===== config.mk =====
export PLATFORM = sky130hd
export DESIGN_NAME = fbd_ram
export DESIGN_NICKNAME = d
export VERILOG_FILES = /design/src/rtl/fbd_ram.sv
export SDC_FILE = /design/constraint.sdc
export NUM_CORES = 1
export LEC_CHECK = 0
export ABC_AREA = 0
export BUFFER_PORTS_ARGS = -buffer_cell sky130_fd_sc_hd__buf_2
export CORE_ASPECT_RATIO = 0.5
export CORE_MARGIN = 2
export CORE_UTILIZATION = 63
export CTS_CLUSTER_SIZE = 30
export DETAILED_ROUTE_END_ITERATION = 10
export PLACE_DENSITY = 0.82
export SYNTH_ARGS = -nofsm -noshare
export SYNTH_HDL_FRONTEND = slang
export SYNTH_SLANG_ARGS = --single-unit
export TNS_END_PERCENT = 5

===== constraint.sdc =====
create_clock -name clk_i -period 4.8 [get_ports clk_i]
set_clock_uncertainty 0.15 [all_clocks]
set_input_delay 0 -clock clk_i [delete_from_list [all_inputs] [get_ports clk_i]]
set_output_delay 0 -clock clk_i [all_outputs]
set_load 0.005 [all_outputs]

===== src/rtl/fbd_ram.sv =====
// fbd_ram: generic simple dual-port ram, one write and one registered read port
// no dependencies
module fbd_ram #(
  parameter int WIDTH = 8,
  parameter int DEPTH = 16
) (
  input  logic                     clk_i,
  input  logic                     we_i,
  input  logic [$clog2(DEPTH)-1:0] waddr_i,
  input  logic [WIDTH-1:0]         wdata_i,
  input  logic                     re_i,
  input  logic [$clog2(DEPTH)-1:0] raddr_i,
  output logic [WIDTH-1:0]         rdata_o
);

  logic [WIDTH-1:0] mem_q [DEPTH];
  logic [WIDTH-1:0] rdata_q;

  always_ff @(posedge clk_i) begin
    if (we_i) begin
      mem_q[waddr_i] <= wdata_i;
    end
    if (re_i) begin
      rdata_q <= mem_q[raddr_i];
    end
  end

  assign rdata_o = rdata_q;

endmodule


==> results.md <==
- The HPWL after detailed placement is 6.198 mm.
- In this run the count of I/O pins placed on the die edge is 27.
- The internal cell power is 2.087 mW.
- The switching fraction of total power is 20.60%.
- The via count of the first global-routing pass came to 2,553.
- The total power density per cell area is 433.6 mW/mm².
- Entering global routing, the biggest net connects 33 pins.
- The number of cells upsized or downsized after cts is 0.
- The share of total power dissipated in sequential elements is 51.3%.
- The mean cell area of the mapped netlist is 22.83 µm².
- The worst path in the final design needs a cycle of 1.924 ns, including I/O delays and setup.
- The slowest stage of the critical path is the sky130_fd_sc_hd__buf_2 cell.
- The top flip-flop cell by instance count after synthesis is sky130_fd_sc_hd__edfxtp_1.
- The class of the most critical hold timing path is input port to register.
- The net switching component of the power is 541.5 µW.
- In this run the deepest clock path goes through 2 buffers.
- The row count is 23.
- The first-pass detailed-route iteration total is 5.
- The remaining max-slew budget at the tightest pin is 29.48%.
- After the last flow step, the layout net total stands at 297.
- The source of the worst register-to-register timing path is mem_q[1][5].
- The final number of max-transition violations is 0.
- After clock tree synthesis, the clock-pin slew on the worst setup and hold paths is 0.06 ns.
- Of the total power, combinational logic draws 4.7%.
- The count of antenna-violating nets left after detailed routing is 0.
- On the critical path the largest part of the delay comes from buffers and inverters.
- Yosys mapped a number of flops with a built-in enable equal to 136.
- From synthesis to final layout, the design area changed by 15.96%.
- The cell with the most instances after synthesis is sky130_fd_sc_hd__edfxtp_1.
- The cell accounting for the most synthesized area is sky130_fd_sc_hd__edfxtp_1.
- Across the run, the number of max-cap violations was 0.
- For the worst setup path, the data required time is 4.81 ns.
- The share of synthesized flip-flops with an asynchronous set or reset is 0%.
- The worst setup path is launched from an input port.
- The critical path data arrival time is 1.93 ns.
- The run finished with clean final reports.
- The antenna cell count is 0.
- Setup repair after global routing left no endpoint under its margin.
- The non-filler instance count after layout is 403.
- Prior to clock tree synthesis, the placed netlist has a worst setup slack of 2.491 ns.
- Yosys printed 0 warnings.
- The worst setup path is of the input port to register kind.
- The analysis attributes to cell leakage a power of 2.032 nW.
- The cell count after placement is 361.
- Per report_power, the clock group accounts for 44.0% of the total.
- The number of buffers and inverters on the critical path is 1.
- The critical register-to-register path endpoint is rdata_o[5].
- The total standard cell area after synthesis is 0.005228 mm².
- For this run, the slowest stage of the critical path takes 0.77 ns.
- The maximum achievable frequency is 519.8 MHz.
- Cells with a size suffix above 1 make up 25.77% of the layout.
- Sequential cells were found to cover 78.12% of the synthesized design area.
- In the post-synthesis netlist, the biggest area contributors are sky130_fd_sc_hd__edfxtp_1 (78%), sky130_fd_sc_hd__mux4_2 (7.8%), sky130_fd_sc_hd__mux4_1 (7.0%).
- The ratio of routed vias to standard cells is 6.457.
- The share of the clock period used by the worst path after layout is 40.08%.
- Setup slack on the worst reg-to-reg path comes out at 3.00 ns.
- The number of cells traversed by the worst hold path is 3.
- For this block, the via count after detailed routing is 2,602.
- The tree built by TritonCTS fans out to 136 sinks.
- In this run the worst path has a maximum fanout of 32.
- In this run the vertical extent of the chip is 68.41 µm.
- The transition time of the tightest slew-check pin is 1.058 ns.
- Synthesis produced a netlist with a net count of 248.
- For the worst flop-to-flop path, the logic depth is 3.
- The overall track demand over capacity in global routing is 26.75%.
- The number of buffers added by the clock tree synthesis step is 17.
- The core region is 0.008029 mm².
- The clock insertion delay at the later pin of the skew report is 0.42 ns.
- The critical path goes through buf_2 -> mux4_1 -> a22oi_1 -> nand2_1.
- The final number of setup-violating endpoints is 0.
- The residual overflow from global routing is 0.
- The critical path capture point type is a register.
- The worst path meets setup with 2.876 ns of slack.
- The hold violation total from the final report was 0.
- The floorplan step set the die width to 132.8 µm.
- For this run, design rule violations remaining after detail routing come to 0.
- The die covers 0.009086 mm².
- Clock tree synthesis selected as its root buffer the cell sky130_fd_sc_hd__clkbuf_16.
- The startpoint identified for the worst hold timing path is waddr_i[0].
- The routed wire length is 10.93 mm.
- The number of antenna violations at the first check in global routing is 0.
- Counting flops and latches in the post-synthesis netlist gives 136.
- The first-pass GRT wire length is 15.62 mm.
- The effective utilization at floorplan is 65.11%.
- Input and output buffers added on the ports amount to 26.
- For the final routed database, the setup TNS stands at 0 ns.
- The clock tree from TritonCTS is yes.
- The top cell type by area accounts for 78.12% of the synthesized area.
- The mean routed wirelength per cell is 27.12 µm.
- Counting distinct cell types in the post-synthesis netlist gives 18.
- Routability-driven placement finished with a final weighted congestion of 0.7990.
- The maximum vdd drop is 0.3167 mV.
- The H-tree depth is 4.
- The path with the worst hold slack has its endpoint at mem_q[0][1].
- Once layout is complete, the utilization of the core stands at 75.50%.
- The synthesized instance count is 229.
- Hold is met by 0.02517 ns.
- The commonest cells after synthesis are sky130_fd_sc_hd__edfxtp_1 (136), sky130_fd_sc_hd__mux4_2 (18), sky130_fd_sc_hd__a22oi_1 (16).
- The first routing iteration left 251 violations.
[worst max path at each step]
stage               depth (start not counted)        from     endpoint  slack (ns)
finish                                      4  raddr_i[0]   rdata_o[5]        2.88
global route                                4  raddr_i[0]   rdata_o[4]        2.78
CTS                                         4  raddr_i[0]   rdata_o[5]        2.87
detailed placement                          4  raddr_i[0]   rdata_o[3]        2.49
global placement                            4  raddr_i[0]   rdata_o[4]        2.50
floorplan                                   2  waddr_i[2]  mem_q[0][0]        3.16
[cells in the final DEF, fill, tap and decap left out, types with 2 or more instances in the layout]
| cell type | count |
|---|---|
| sky130_fd_sc_hd__a22oi_1 | 16 |
| sky130_fd_sc_hd__clkbuf_16 | 17 |
| sky130_fd_sc_hd__nand2_1 | 9 |
| sky130_fd_sc_hd__mux4_1 | 14 |
| sky130_fd_sc_hd__nand3b_1 | 2 |
| sky130_fd_sc_hd__nor3_1 | 4 |
| sky130_fd_sc_hd__clkinv_2 | 7 |
| sky130_fd_sc_hd__mux4_2 | 18 |
| sky130_fd_sc_hd__clkbuf_1 | 2 |
| sky130_fd_sc_hd__clkinv_1 | 4 |
| sky130_fd_sc_hd__edfxtp_1 | 136 |
| sky130_fd_sc_hd__buf_2 | 26 |
| sky130_fd_sc_hd__nor2_1 | 13 |
| sky130_fd_sc_hd__dlygate4sd3_1 | 10 |
| sky130_fd_sc_hd__nand2b_1 | 2 |
| sky130_fd_sc_hd__buf_4 | 4 |
[worst reg2reg max path, stage by stage, from the launching register on]
cell                       delay, ns
sky130_fd_sc_hd__edfxtp_1       0.40
sky130_fd_sc_hd__mux4_1         0.57
sky130_fd_sc_hd__a22oi_1        0.33
sky130_fd_sc_hd__nand2_1        0.09
[repair_timing]
item | in CTS | in global routing
setup endpoints to repair | 0 | 0
hold buffers | 10 | 0
buffers inserted | 0 | 0
hold endpoints to repair | 160 | 0
[layout make-up]
type	instances	area (µm²)
clock inverter	13	87.58
tap	112	140.1
timing repair buffer	40	260.3
sequential	136	4084
clock buffer	19	432.9
fill	405	1967
multi-input combinational	83	1057
[registers in the layout, summed over array words and instances, names as in the netlist]
signal,cells
mem_q,128
rdata_o,8
[kinds of logic (layout without fill, tap and decap cells)]
logic type / count (synthesis) / in the layout / share of synthesized area [%]
DFF: 136 / 136 / 78.12
and+or+nand+nor: 35 / 35 / 3.136
AOI/OAI and AO/OA: 16 / 16 / 2.298
buffers and inverters: 10 / 72 / 1.651
muxes: 32 / 32 / 14.79
[metrics by stage]
stage,instance area (µm²),power [mW]
final,6062,2.628
after global routing,6062,2.683
after CTS,6062,2.629
after detailed placement,5441,1.488
after global placement,5441,1.481
after floorplan,5228,1.436
[per-layer routing]
layer  GRT usage, %  up-vias  wire [µm]
met5              0        -          0
met4          15.73        0        305
met3          8.444       23       1138
met2          40.03      187       5044
met1          35.83     1315       4441
li1               -     1077          -
[power by group through the flow]
stage               combinational, mW  sequential (mW)  clock, mW
global placement                0.110             1.37          0
detailed placement              0.116             1.37          0
CTS                             0.123             1.35       1.16
global route                    0.133             1.35       1.20
floorplan                      0.0675             1.37          0
finish                          0.125             1.35       1.16
(Power assumes the default switching activity.)
