`src/rtl/fbd_pkg.sv`:
```
// fbd_pkg: shared constants, action codes and color conversion for the draw engine
// used by the palette and the top module of the packed 4bpp framebuffer draw engine
package fbd_pkg;

  localparam int DefFrameWidth  = 640;
  localparam int DefFrameHeight = 480;
  localparam int DefRowBytes    = 320;

  // byte columns of a row never exceed 1024 (2048 visible pixels)
  localparam int ColW = 10;

  localparam logic [2:0] ActPlot  = 3'd0;
  localparam logic [2:0] ActRun   = 3'd1;
  localparam logic [2:0] ActGlyph = 3'd2;
  localparam logic [2:0] ActClear = 3'd3;
  localparam logic [2:0] ActPal   = 3'd4;
  localparam logic [2:0] ActRead  = 3'd5;

  localparam logic [23:0] DefaultRgb [16] = '{
    24'h000000, 24'h000080, 24'h008000, 24'h008080,
    24'h800000, 24'h800080, 24'h808000, 24'hC0C0C0,
    24'h808080, 24'h0000FF, 24'h00FF00, 24'h00FFFF,
    24'hFF0000, 24'hFF00FF, 24'hFFFF00, 24'hFFFFFF
  };

  function automatic logic [15:0] to_565(input logic [23:0] c);
    to_565 = {c[23:19], c[15:10], c[7:3]};
  endfunction

endpackage

```
`src/rtl/fbd_palette.sv`:
```
// fbd_palette: 16-entry rgb565 palette, loaded with default colors at reset
// depends on fbd_pkg for the default table and the rgb888 to rgb565 conversion
module fbd_palette import fbd_pkg::*; (
  input  logic        clk_i,
  input  logic        rst_ni,
  input  logic        we_i,
  input  logic [3:0]  widx_i,
  input  logic [23:0] wrgb_i,
  input  logic [3:0]  ridx_i,
  output logic [15:0] rdata_o
);

  logic [15:0] pal_q [16];

  always_ff @(posedge clk_i or negedge rst_ni) begin
    if (!rst_ni) begin
      for (int i = 0; i < 16; i++) begin
        pal_q[i] <= to_565(DefaultRgb[i]);
      end
    end else if (we_i) begin
      pal_q[widx_i] <= to_565(wrgb_i);
    end
  end

  assign rdata_o = pal_q[ridx_i];

endmodule

```
`config.mk`:
```
export PLATFORM = sky130hd
export DESIGN_NAME = fbd_palette
export DESIGN_NICKNAME = d
export VERILOG_FILES = /design/src/rtl/fbd_pkg.sv /design/src/rtl/fbd_palette.sv
export SDC_FILE = /design/constraint.sdc
export NUM_CORES = 1
export LEC_CHECK = 0
export BUFFER_PORTS_ARGS = -buffer_cell sky130_fd_sc_hd__clkbuf_2
export CAP_MARGIN = 10
export CORE_MARGIN = 3
export CORE_UTILIZATION = 45
export DETAILED_ROUTE_END_ITERATION = 10
export MAX_ROUTING_LAYER = met4
export PLACE_DENSITY_LB_ADDON = 0.1
export SLEW_MARGIN = 10
export SYNTH_ARGS = -nofsm -noshare
export SYNTH_HDL_FRONTEND = slang
export SYNTH_SLANG_ARGS = --single-unit
```
`constraint.sdc`:
```
create_clock -name clk_i -period 2.2 [get_ports clk_i]
set_input_delay 0.44 -clock clk_i [delete_from_list [all_inputs] [get_ports clk_i]]
set_output_delay 0.44 -clock clk_i [all_outputs]
set_load 0.02 [all_outputs]
```
==> results of run 1 <==
==> metrics by stage <==
step	utilization [%]	std cells	TNS, ps
global placement	49.83	1068	-2827
global route	54.63	1133	-2369
CTS	54.30	1128	-1948
finish	54.63	1133	-1194
floorplan	-	712	0
detailed placement	49.83	1068	-3033
==> final cells by class <==
cell class / count / area (um2) / share of cell area (%)
Sequential cell: 256 / 6509 / 46.91
Multi-Input combinational cell: 397 / 5049 / 36.39
Timing Repair Buffer: 94 / 980.9 / 7.070
Clock buffer: 50 / 854.6 / 6.159
Tap cell: 330 / 412.9 / 2.976
Clock inverter: 4 / 63.81 / 0.4599
Antenna cell: 2 / 5.005 / 0.03607
==> cell usage after synthesis (all sizes together) <==
cell | n | area [um2]
a22oi | 32 | 240.2
buf | 32 | 211.5
nand2b | 3 | 33.79
dfrtp | 174 | 4354
mux2 | 256 | 2920
dfstp | 82 | 2155
or4 | 1 | 11.26
or3 | 2 | 12.51
nand3b | 2 | 15.01
nand2 | 18 | 67.56
clkbuf | 27 | 101.4
mux4 | 64 | 1441
nand3 | 2 | 10.01
and2 | 1 | 6.260
nor2 | 7 | 36.28
nor4 | 1 | 21.27
nor3 | 6 | 60.06
nor2b | 2 | 12.51
==> power by group <==
part | switching (W) | total (W) | internal, W | leakage (nW)
clock network | 0.00183 | 0.00458 | 0.00275 | 0.445
logic | 0.00101 | 0.00267 | 0.00166 | 2.30
registers | 0.000541 | 0.00660 | 0.00606 | 2.99
total | 0.00339 | 0.0139 | 0.0105 | 5.74
==> cells by family (layout without fill, tap and decap cells) <==
kind of cell / count (synthesis) / after routing / share of synthesized area, %
AO/OA/AOI/OAI: 32 / 32 / 2.051
buffers and inverters: 59 / 148 / 2.671
flip-flops: 256 / 256 / 55.58
multiplexers: 320 / 320 / 37.25
other: 0 / 2 / 0
AND/OR/NAND/NOR: 45 / 45 / 2.447
==> critical path: stages, from the launching register on <==
cell and delay [ps]:
dfrtp_1 380, mux4_2 480, a22oi_2 210, nand2_2 90, clkbuf_8 160
==> how the worst max path moves through the flow <==
stage                          start          end  cells past startpoint
final                     pal_q[197]   rdata_o[5]                      4
after CTS                 pal_q[200]   rdata_o[8]                      4
after detailed placement   ridx_i[2]   rdata_o[1]                      6
after global routing       pal_q[94]  rdata_o[14]                      4
after floorplan            ridx_i[1]   rdata_o[0]                      5
after global placement     ridx_i[2]   rdata_o[1]                      6
==> routing by layer <==
metal	share of wire, %	GRT usage (%)	vias to the layer above	wire length, um
met4	2.5	5.727	0	706
met5	0	-	-	0
met2	53	36.70	105	14960
met3	4.1	3.754	47	1162
li1	-	-	2807	-
met1	41	26.15	3520	11590
==> timing repair <==
item | CTS | global route
hold buffers | 1 | 0
gates cloned | 1 | 0
endpoints found under the hold margin | 35 | 0
setup endpoints to repair | 16 | 16
resized for setup | 35 | 22
setup buffers | 4 | 3
pin swaps | 20 | 8
==> impl_metrics.env, run 1 <==
export IMPL_grt_overflow_total=0
export IMPL_synth_fp_nets=747
export IMPL_wire_per_inst_um=25.08
export IMPL_cts_sinks=256
export IMPL_hold_class="in -> reg"
export IMPL_yosys_warnings=0
export IMPL_cts_buffers=29
export IMPL_h_tree_depth=1
export IMPL_hp_start="wrgb_i[19]"
export IMPL_tightest_slew_ps=740.7
export IMPL_drv_slew=0
export IMPL_reg2reg_from="pal_q[252]"
export IMPL_grt_pass1_wl_um=44430
export IMPL_finalHoldViolCount=0
export IMPL_period_needed_ps=2306
export IMPL_grt_max_degree=65
export IMPL_syn_to_final_growth_pct=18.49
export IMPL_start_kind="flip-flop"
export IMPL_synthDistinctLibCells=25
export IMPL_relSlewSlack_pct=50.52
export IMPL_fmax_ghz=0.4337
export IMPL_violations="setup timing"
export IMPL_dieWidth_um=167.3
export IMPL_layout_common_cells="246 x mux2_2, 174 x dfrtp_1, 82 x dfstp_2"
export IMPL_largest_register_ffs=256
export IMPL_dieHeight_um=167.3
export IMPL_fin_ws_ps=-106.0
export IMPL_p_per_area_nw_per_um2=998.7
export IMPL_vias=6479
export IMPL_final_common_cell="mux2_2"
export IMPL_r2r_cells=2
export IMPL_fin_area_um2=13870
export IMPL_avgSynthCellArea_um2=16.45
export IMPL_coreArea_um2=25400
export IMPL_fill_cells=2064
export IMPL_insertion_delay_ps=540
export IMPL_final_nets=813
export IMPL_reg_top3="pal_q: 256 flops"
export IMPL_netlist_instances=712
export IMPL_clock_path_buffers=3
export IMPL_dp_hpwl_um=17260
export IMPL_antenna_found_initial=2
export IMPL_die_area_um2=27990
export IMPL_status="complete, but fails checks"
export IMPL_synth_seq_cells=256
export IMPL_wl_um=28420
export IMPL_grt_pass1_vias=7355
export IMPL_hold_end="pal_q[251]"
export IMPL_start_util_pct=46.10
export IMPL_place_gp_congestion=0.7545
export IMPL_cp_max_fo=2
export IMPL_drive_above_1_share_pct=71.91
export IMPL_clock_tree_root_cell="clkbuf_16"
export IMPL_clk_pin_slew_worst_paths_ps=60
export IMPL_dr_pass1_iters=4
export IMPL_power_w=0.01386
export IMPL_reg2reg_to="pal_q[252]"
export IMPL_endpoint_kind="primary output"
export IMPL_rows=58
export IMPL_period_share_pct=104.8
export IMPL_drcViolationCount=0
export IMPL_vias_per_cell=5.718
export IMPL_regMostFlops="pal_q"
export IMPL_antenna_left=0
export IMPL_drtIter0Drc=302
export IMPL_cts_tree="yes"
export IMPL_p_leak_nw=5.736
export IMPL_ys_seq_area_share_pct=55.58
export IMPL_placed_cell_area_um2=12660
export IMPL_max_cap_viol_count=0
export IMPL_cp_arrival_ps=1870
export IMPL_grt_usage_pct=21.30
export IMPL_skew_ps=0
export IMPL_syn_area_um2=11710
export IMPL_rsz0062_at_grt="yes"
export IMPL_min_path_cells=2
export IMPL_dpl_worst_slack_ps=-278.3
export IMPL_crit_required_ps=1760
export IMPL_path_class="reg -> out"
export IMPL_finalSetupViolations=16
export IMPL_numPortBuffers=42
export IMPL_boundaryPins=51
export IMPL_ir_drop_uv=639.2
export IMPL_regToRegSetupSlack_ps=1320
export IMPL_fin_hold_ws_ps=363.5
(Power assumes the default switching activity.)
==> run 2, diff against run 1 <==
--- a/config.mk
+++ b/config.mk
@@ -7,6 +7,8 @@
 export LEC_CHECK = 0
 export BUFFER_PORTS_ARGS = -buffer_cell sky130_fd_sc_hd__clkbuf_2
 export CAP_MARGIN = 10
+export CELL_PAD_IN_SITES_DETAIL_PLACEMENT = 1
+export CELL_PAD_IN_SITES_GLOBAL_PLACEMENT = 1
 export CORE_MARGIN = 3
 export CORE_UTILIZATION = 45
 export DETAILED_ROUTE_END_ITERATION = 10
==> impl_metrics.env, run 2 (synthesis gave the netlist of run 1 again) <==
export IMPL_vias=6572
export IMPL_multi_input_comb_area_um2=5104
export IMPL_skew_ps=0
export IMPL_crit_family="multiplexers"
export IMPL_clock_tree_root_cell="clkbuf_16"
export IMPL_p_sw_share_pct=24.78
export IMPL_reg2reg_to="pal_q[222]"
export IMPL_drv_slew=0
export IMPL_syn_to_final_growth_pct=21.46
export IMPL_drive_above_1_share_pct=74.29
export IMPL_max_cap_viol_count=0
export IMPL_h_tree_depth=1
export IMPL_reg2reg_from="pal_q[222]"
export IMPL_grt_usage_pct=23.37
export IMPL_grt_overflow_total=0
export IMPL_antenna_found_initial=4
export IMPL_drcViolationCount=0
export IMPL_relSlewSlack_pct=69.23
export IMPL_wl_um=30890
export IMPL_largest_register_ffs=256
export IMPL_dieHeight_um=167.3
export IMPL_endpoint_kind="primary output"
export IMPL_start_util_pct=46.10
export IMPL_p_sw_w=0.003538
export IMPL_finalSetupViolations=16
export IMPL_start_kind="flip-flop"
export IMPL_tightest_slew_ps=461.6
export IMPL_crit_cells=4
export IMPL_cp_max_fo=2
export IMPL_top_usage_layer="met2"
export IMPL_cts_tree="yes"
export IMPL_insertion_delay_ps=550
export IMPL_violations="setup timing"
export IMPL_setup_worst_path_end="rdata_o[9]"
export IMPL_grt_pass1_vias=7703
export IMPL_boundaryPins=51
export IMPL_fin_hold_ws_ps=361.1
export IMPL_rows=58
export IMPL_antenna_left=0
export IMPL_min_path_cells=2
export IMPL_met3_usage_pct=3.352
export IMPL_regMostFlops="pal_q"
export IMPL_final_nets=817
export IMPL_dr_pass1_iters=4
export IMPL_p_per_area_nw_per_um2=1004
export IMPL_setup_worst_path_start="pal_q[121]"
export IMPL_crit_required_ps=1760
export IMPL_p_clk_share_pct=33.8
export IMPL_cp_arrival_ps=1890
export IMPL_clk_pin_slew_worst_paths_ps=60
export IMPL_rsz0062_at_grt="yes"
export IMPL_period_needed_ps=2330
export IMPL_dp_hpwl_um=18180
export IMPL_p_leak_nw=5.857
export IMPL_fill_cells=2291
export IMPL_fmax_ghz=0.4292
export IMPL_dieWidth_um=167.3
export IMPL_cts_buffers=29
export IMPL_path_class="reg -> out"
export IMPL_final_common_cell="mux2_2"
export IMPL_reg_top3="pal_q: 256 flops"
export IMPL_path_cells="mux4_2, a22oi_2, nand2_2, buf_8"
export IMPL_place_gp_congestion=0.7264
export IMPL_clock_path_buffers=3
export IMPL_drtIter0Drc=253
export IMPL_vias_per_cell=5.770
export IMPL_pwr_share_seq_pct=46.4
export IMPL_critPathMaxStageDelay_ps=480
export IMPL_die_area_um2=27990
export IMPL_cts_sinks=256
export IMPL_r2r_cells=2
export IMPL_layout_common_cells="246 x mux2_2, 174 x dfrtp_1, 82 x dfstp_2"
export IMPL_grt_pass1_wl_um=48400
export IMPL_use_met2_pct=39.66
export IMPL_grtUsageMet1_pct=30.70
export IMPL_regToRegSetupSlack_ps=1310
export IMPL_p_int_w=0.01074
export IMPL_crit_buf_inv=1
export IMPL_wire_per_inst_um=27.12
export IMPL_hold_class="in -> reg"
export IMPL_ff_latch_area_um2=6509
export IMPL_power_share_combinational_pct=19.8
export IMPL_grt_max_degree=65
export IMPL_finalHoldViolCount=0
export IMPL_period_share_pct=105.9
export IMPL_power_w=0.01428
export IMPL_coreArea_um2=25400
export IMPL_status="complete, but fails checks"
export IMPL_ir_drop_uv=614.7
export IMPL_fin_ws_ps=-129.9
export IMPL_numPortBuffers=42
export IMPL_worst_path_max_delay_cell="mux4_2"
-- run 2: cell types whose count changed in the layout (fill, tap and decap cells not counted), moves of 2 or more --
cell	change
buf_8	+2
clkbuf_2	-5
diode_2	+2
clkbuf_1	-6
clkinv_2	+3
buf_4	-10
a22oi_2	+12
a22oi_1	-12
clkbuf_8	+4
buf_12	+13
-- run 2: worst min-delay path by stage --
| stage | start | to | slack [ps] |
|---|---|---|---|
| floorplan | rst_ni | pal_q[101] | 140 |
| finish | wrgb_i[15] | pal_q[250] | 360 |
| global route | wrgb_i[4] | pal_q[241] | 370 |
| CTS | wrgb_i[4] | pal_q[241] | 350 |
| global placement | rst_ni | pal_q[178] | 380 |
| detailed placement | rst_ni | pal_q[178] | 390 |
-- run 2: through the flow --
step / util [%] / TNS [ps] / instance area (um2) / setup WS, ps / std cells
after CTS: 55.55 / -2078 / 14110 / -173.5 / 1132
after floorplan: - / 0 / 11730 / 5.108 / 712
after global placement: 50.65 / -2426 / 12860 / -187.3 / 1074
after global routing: 56.00 / -2610 / 14220 / -195.9 / 1139
final: 56.00 / -1513 / 14220 / -129.9 / 1139
after detailed placement: 50.65 / -2572 / 12860 / -193.0 / 1074
-- run 2: timing repair --
item | CTS | global route
hold endpoints to repair | 33 | 0
endpoints found under the setup margin | 16 | 16
pin swaps | 27 | 13
gates cloned | 1 | 0
gates resized for setup | 50 | 28
setup buffers | 2 | 3
hold buffers | 1 | 0
-- run 2: cell type report --
type / count / area share, %
Multi-Input combinational cell: 397 / 35.88
Tap cell: 330 / 2.903
Timing Repair Buffer: 98 / 8.533
Clock inverter: 7 / 0.7038
Sequential cell: 256 / 45.76
Clock buffer: 47 / 6.141
Antenna cell: 4 / 0.07038
-- run 2: power by group through the flow --
| stage | Combinational [W] | Sequential, W | Clock [W] |
|---|---|---|---|
| floorplan | 0.00190 | 0.00646 | 0 |
| global placement | 0.00244 | 0.00655 | 0 |
| detailed placement | 0.00257 | 0.00669 | 0 |
| CTS | 0.00278 | 0.00662 | 0.00495 |
| global route | 0.00305 | 0.00677 | 0.00519 |
| finish | 0.00282 | 0.00663 | 0.00483 |
-- run 2: routing by layer --
metal | vias to the layer above | wire, um
met5 | - | 0
met2 | 79 | 15800
met4 | 0 | 512
li1 | 2834 | -
met3 | 41 | 1021
met1 | 3618 | 13560
==> run 3, diff against run 2 <==
--- a/config.mk
+++ b/config.mk
@@ -10,10 +10,11 @@
 export CELL_PAD_IN_SITES_DETAIL_PLACEMENT = 1
 export CELL_PAD_IN_SITES_GLOBAL_PLACEMENT = 1
 export CORE_MARGIN = 3
-export CORE_UTILIZATION = 45
+export CORE_UTILIZATION = 40
 export DETAILED_ROUTE_END_ITERATION = 10
 export MAX_ROUTING_LAYER = met4
-export PLACE_DENSITY_LB_ADDON = 0.1
+export PLACE_DENSITY_LB_ADDON = 0.2
+export SKIP_CTS_REPAIR_TIMING = 1
 export SLEW_MARGIN = 10
 export SYNTH_ARGS = -nofsm -noshare
 export SYNTH_HDL_FRONTEND = slang
==> impl_metrics.env, run 3 (synthesis gave the netlist of run 1 again) <==
export IMPL_top_usage_layer="met2"
export IMPL_dr_pass1_iters=4
export IMPL_cts_buffers=29
export IMPL_coreArea_um2=28780
export IMPL_vias_per_cell=5.571
export IMPL_drv_slew=0
export IMPL_violations="setup timing"
export IMPL_tightest_slew_ps=514.7
export IMPL_dieWidth_um=177.1
export IMPL_path_class="reg -> out"
export IMPL_grtUsageMet1_pct=26.54
export IMPL_grt_overflow_total=0
export IMPL_period_needed_ps=2315
export IMPL_setup_tns_ps=-1336
export IMPL_boundaryPins=51
export IMPL_final_common_cell="mux2_2"
export IMPL_skew_ps=0
export IMPL_reg_top3="pal_q: 256 flops"
export IMPL_rsz0062_at_grt="yes"
export IMPL_rows=62
export IMPL_layout_common_cells="246 x mux2_2, 174 x dfrtp_1, 82 x dfstp_2"
export IMPL_final_nets=801
export IMPL_period_share_pct=105.2
export IMPL_clock_path_buffers=3
export IMPL_crit_buf_inv=1
export IMPL_h_tree_depth=1
export IMPL_r2r_cells=2
export IMPL_setup_worst_path_end="rdata_o[13]"
export IMPL_grt_usage_pct=20.71
export IMPL_endpoint_kind="primary output"
export IMPL_drtIter0Drc=294
export IMPL_vias=6540
export IMPL_regMostFlops="pal_q"
export IMPL_reg2reg_to="pal_q[200]"
export IMPL_numPortBuffers=42
export IMPL_worst_path_max_delay_cell="mux4_2"
export IMPL_wl_um=30820
export IMPL_die_area_um2=31360
export IMPL_grt_pass1_vias=7644
export IMPL_cts_tree="yes"
export IMPL_use_met2_pct=35.43
export IMPL_met3_usage_pct=2.724
export IMPL_fin_ws_ps=-114.7
export IMPL_relSlewSlack_pct=65.68
export IMPL_insertion_delay_ps=530
export IMPL_start_kind="flip-flop"
export IMPL_antenna_found_initial=2
export IMPL_p_per_area_nw_per_um2=1006
export IMPL_antenna_left=0
export IMPL_finalSetupViolations=16
export IMPL_clock_tree_root_cell="clkbuf_16"
export IMPL_crit_required_ps=1760
export IMPL_regToRegSetupSlack_ps=1310
export IMPL_cts_sinks=256
export IMPL_crit_cells=4
export IMPL_fin_area_um2=13970
export IMPL_largest_register_ffs=256
export IMPL_drive_above_1_share_pct=73.73
export IMPL_fill_cells=2681
export IMPL_fmax_ghz=0.4320
export IMPL_clk_pin_slew_worst_paths_ps=60
export IMPL_place_gp_congestion=0.7442
export IMPL_wire_per_inst_um=26.25
export IMPL_grt_pass1_wl_um=47540
export IMPL_setup_worst_path_start="pal_q[205]"
export IMPL_drcViolationCount=0
export IMPL_reg2reg_from="pal_q[200]"
export IMPL_cp_max_fo=2
export IMPL_hold_class="in -> reg"
export IMPL_start_util_pct=40.69
export IMPL_max_cap_viol_count=0
export IMPL_grt_max_degree=77
export IMPL_dp_hpwl_um=18110
export IMPL_status="complete, but fails checks"
export IMPL_path_cells="mux4_2, a22oi_2, nand2_2, buf_6"
export IMPL_dieHeight_um=177.1
export IMPL_placed_cell_area_um2=12730
export IMPL_critPathMaxStageDelay_ps=490
export IMPL_p_leak_nw=5.730
export IMPL_finalHoldViolCount=0
export IMPL_ir_drop_uv=754.9
export IMPL_crit_family="multiplexers"
export IMPL_cp_arrival_ps=1870
export IMPL_syn_to_final_growth_pct=19.26
export IMPL_power_w=0.01405
[run 3: cell count changes in the layout (fill, tap and decap cells not counted), moves of 4 or more]
cell / previous run / this run
buf_12: 33 / 25
a22oi_1: 2 / 8
buf_8: 7 / 2
buf_6: 6 / 12
clkbuf_1: 10 / 4
buf_2: 2 / 6
a22oi_2: 30 / 24
buf_4: 20 / 11
clkinv_2: 4 / 10
[run 3: how the worst min path moves through the flow]
stage	startpoint	end	slack [ps]	cells past startpoint
5_1_grt	wrgb_i[22]	pal_q[222]	390	2
3_5_place_dp	rst_ni	pal_q[114]	420	1
6_report	wrgb_i[22]	pal_q[222]	380	2
2_1_floorplan	rst_ni	pal_q[101]	140	0
3_3_place_gp	rst_ni	pal_q[114]	400	1
4_1_cts	rst_ni	pal_q[121]	-150	1
[run 3: power breakdown]
group          internal, W  switching [W]  leakage (nW)
clock              0.00282        0.00189         0.480
sequential         0.00606       0.000574          2.99
combinational      0.00163        0.00107          2.26
total               0.0105        0.00353          5.73
[run 3: final cells by class]
| cell class | instances | area (um2) | area share (%) |
|---|---|---|---|
| multi-input combinational | 397 | 5074 | 36.33 |
| clock buffer | 42 | 864.6 | 6.191 |
| sequential | 256 | 6509 | 46.60 |
| antenna | 2 | 5.005 | 0.03584 |
| timing repair buffer | 82 | 953.4 | 6.827 |
| clock inverter | 11 | 80.08 | 0.5734 |
| tap | 384 | 480.5 | 3.440 |
[run 3: metrics by stage]
step	hold WS, ps	std cells	utilization, %	setup slack, ps
2_1_floorplan	144.4	712	-	5.108
3_3_place_gp	402.5	1114	44.22	-219.8
3_5_place_dp	418.8	1114	44.22	-217.4
4_1_cts	-151.5	1167	47.50	-248.4
5_1_grt	390.0	1174	48.53	-178.0
6_report	377.8	1174	48.53	-114.7
[run 3: per-layer routing]
metal	part of all wire, %	vias up
met5	0	-
met4	1.5	0
met3	3.3	37
met2	52	97
met1	44	3618
li1	-	2788
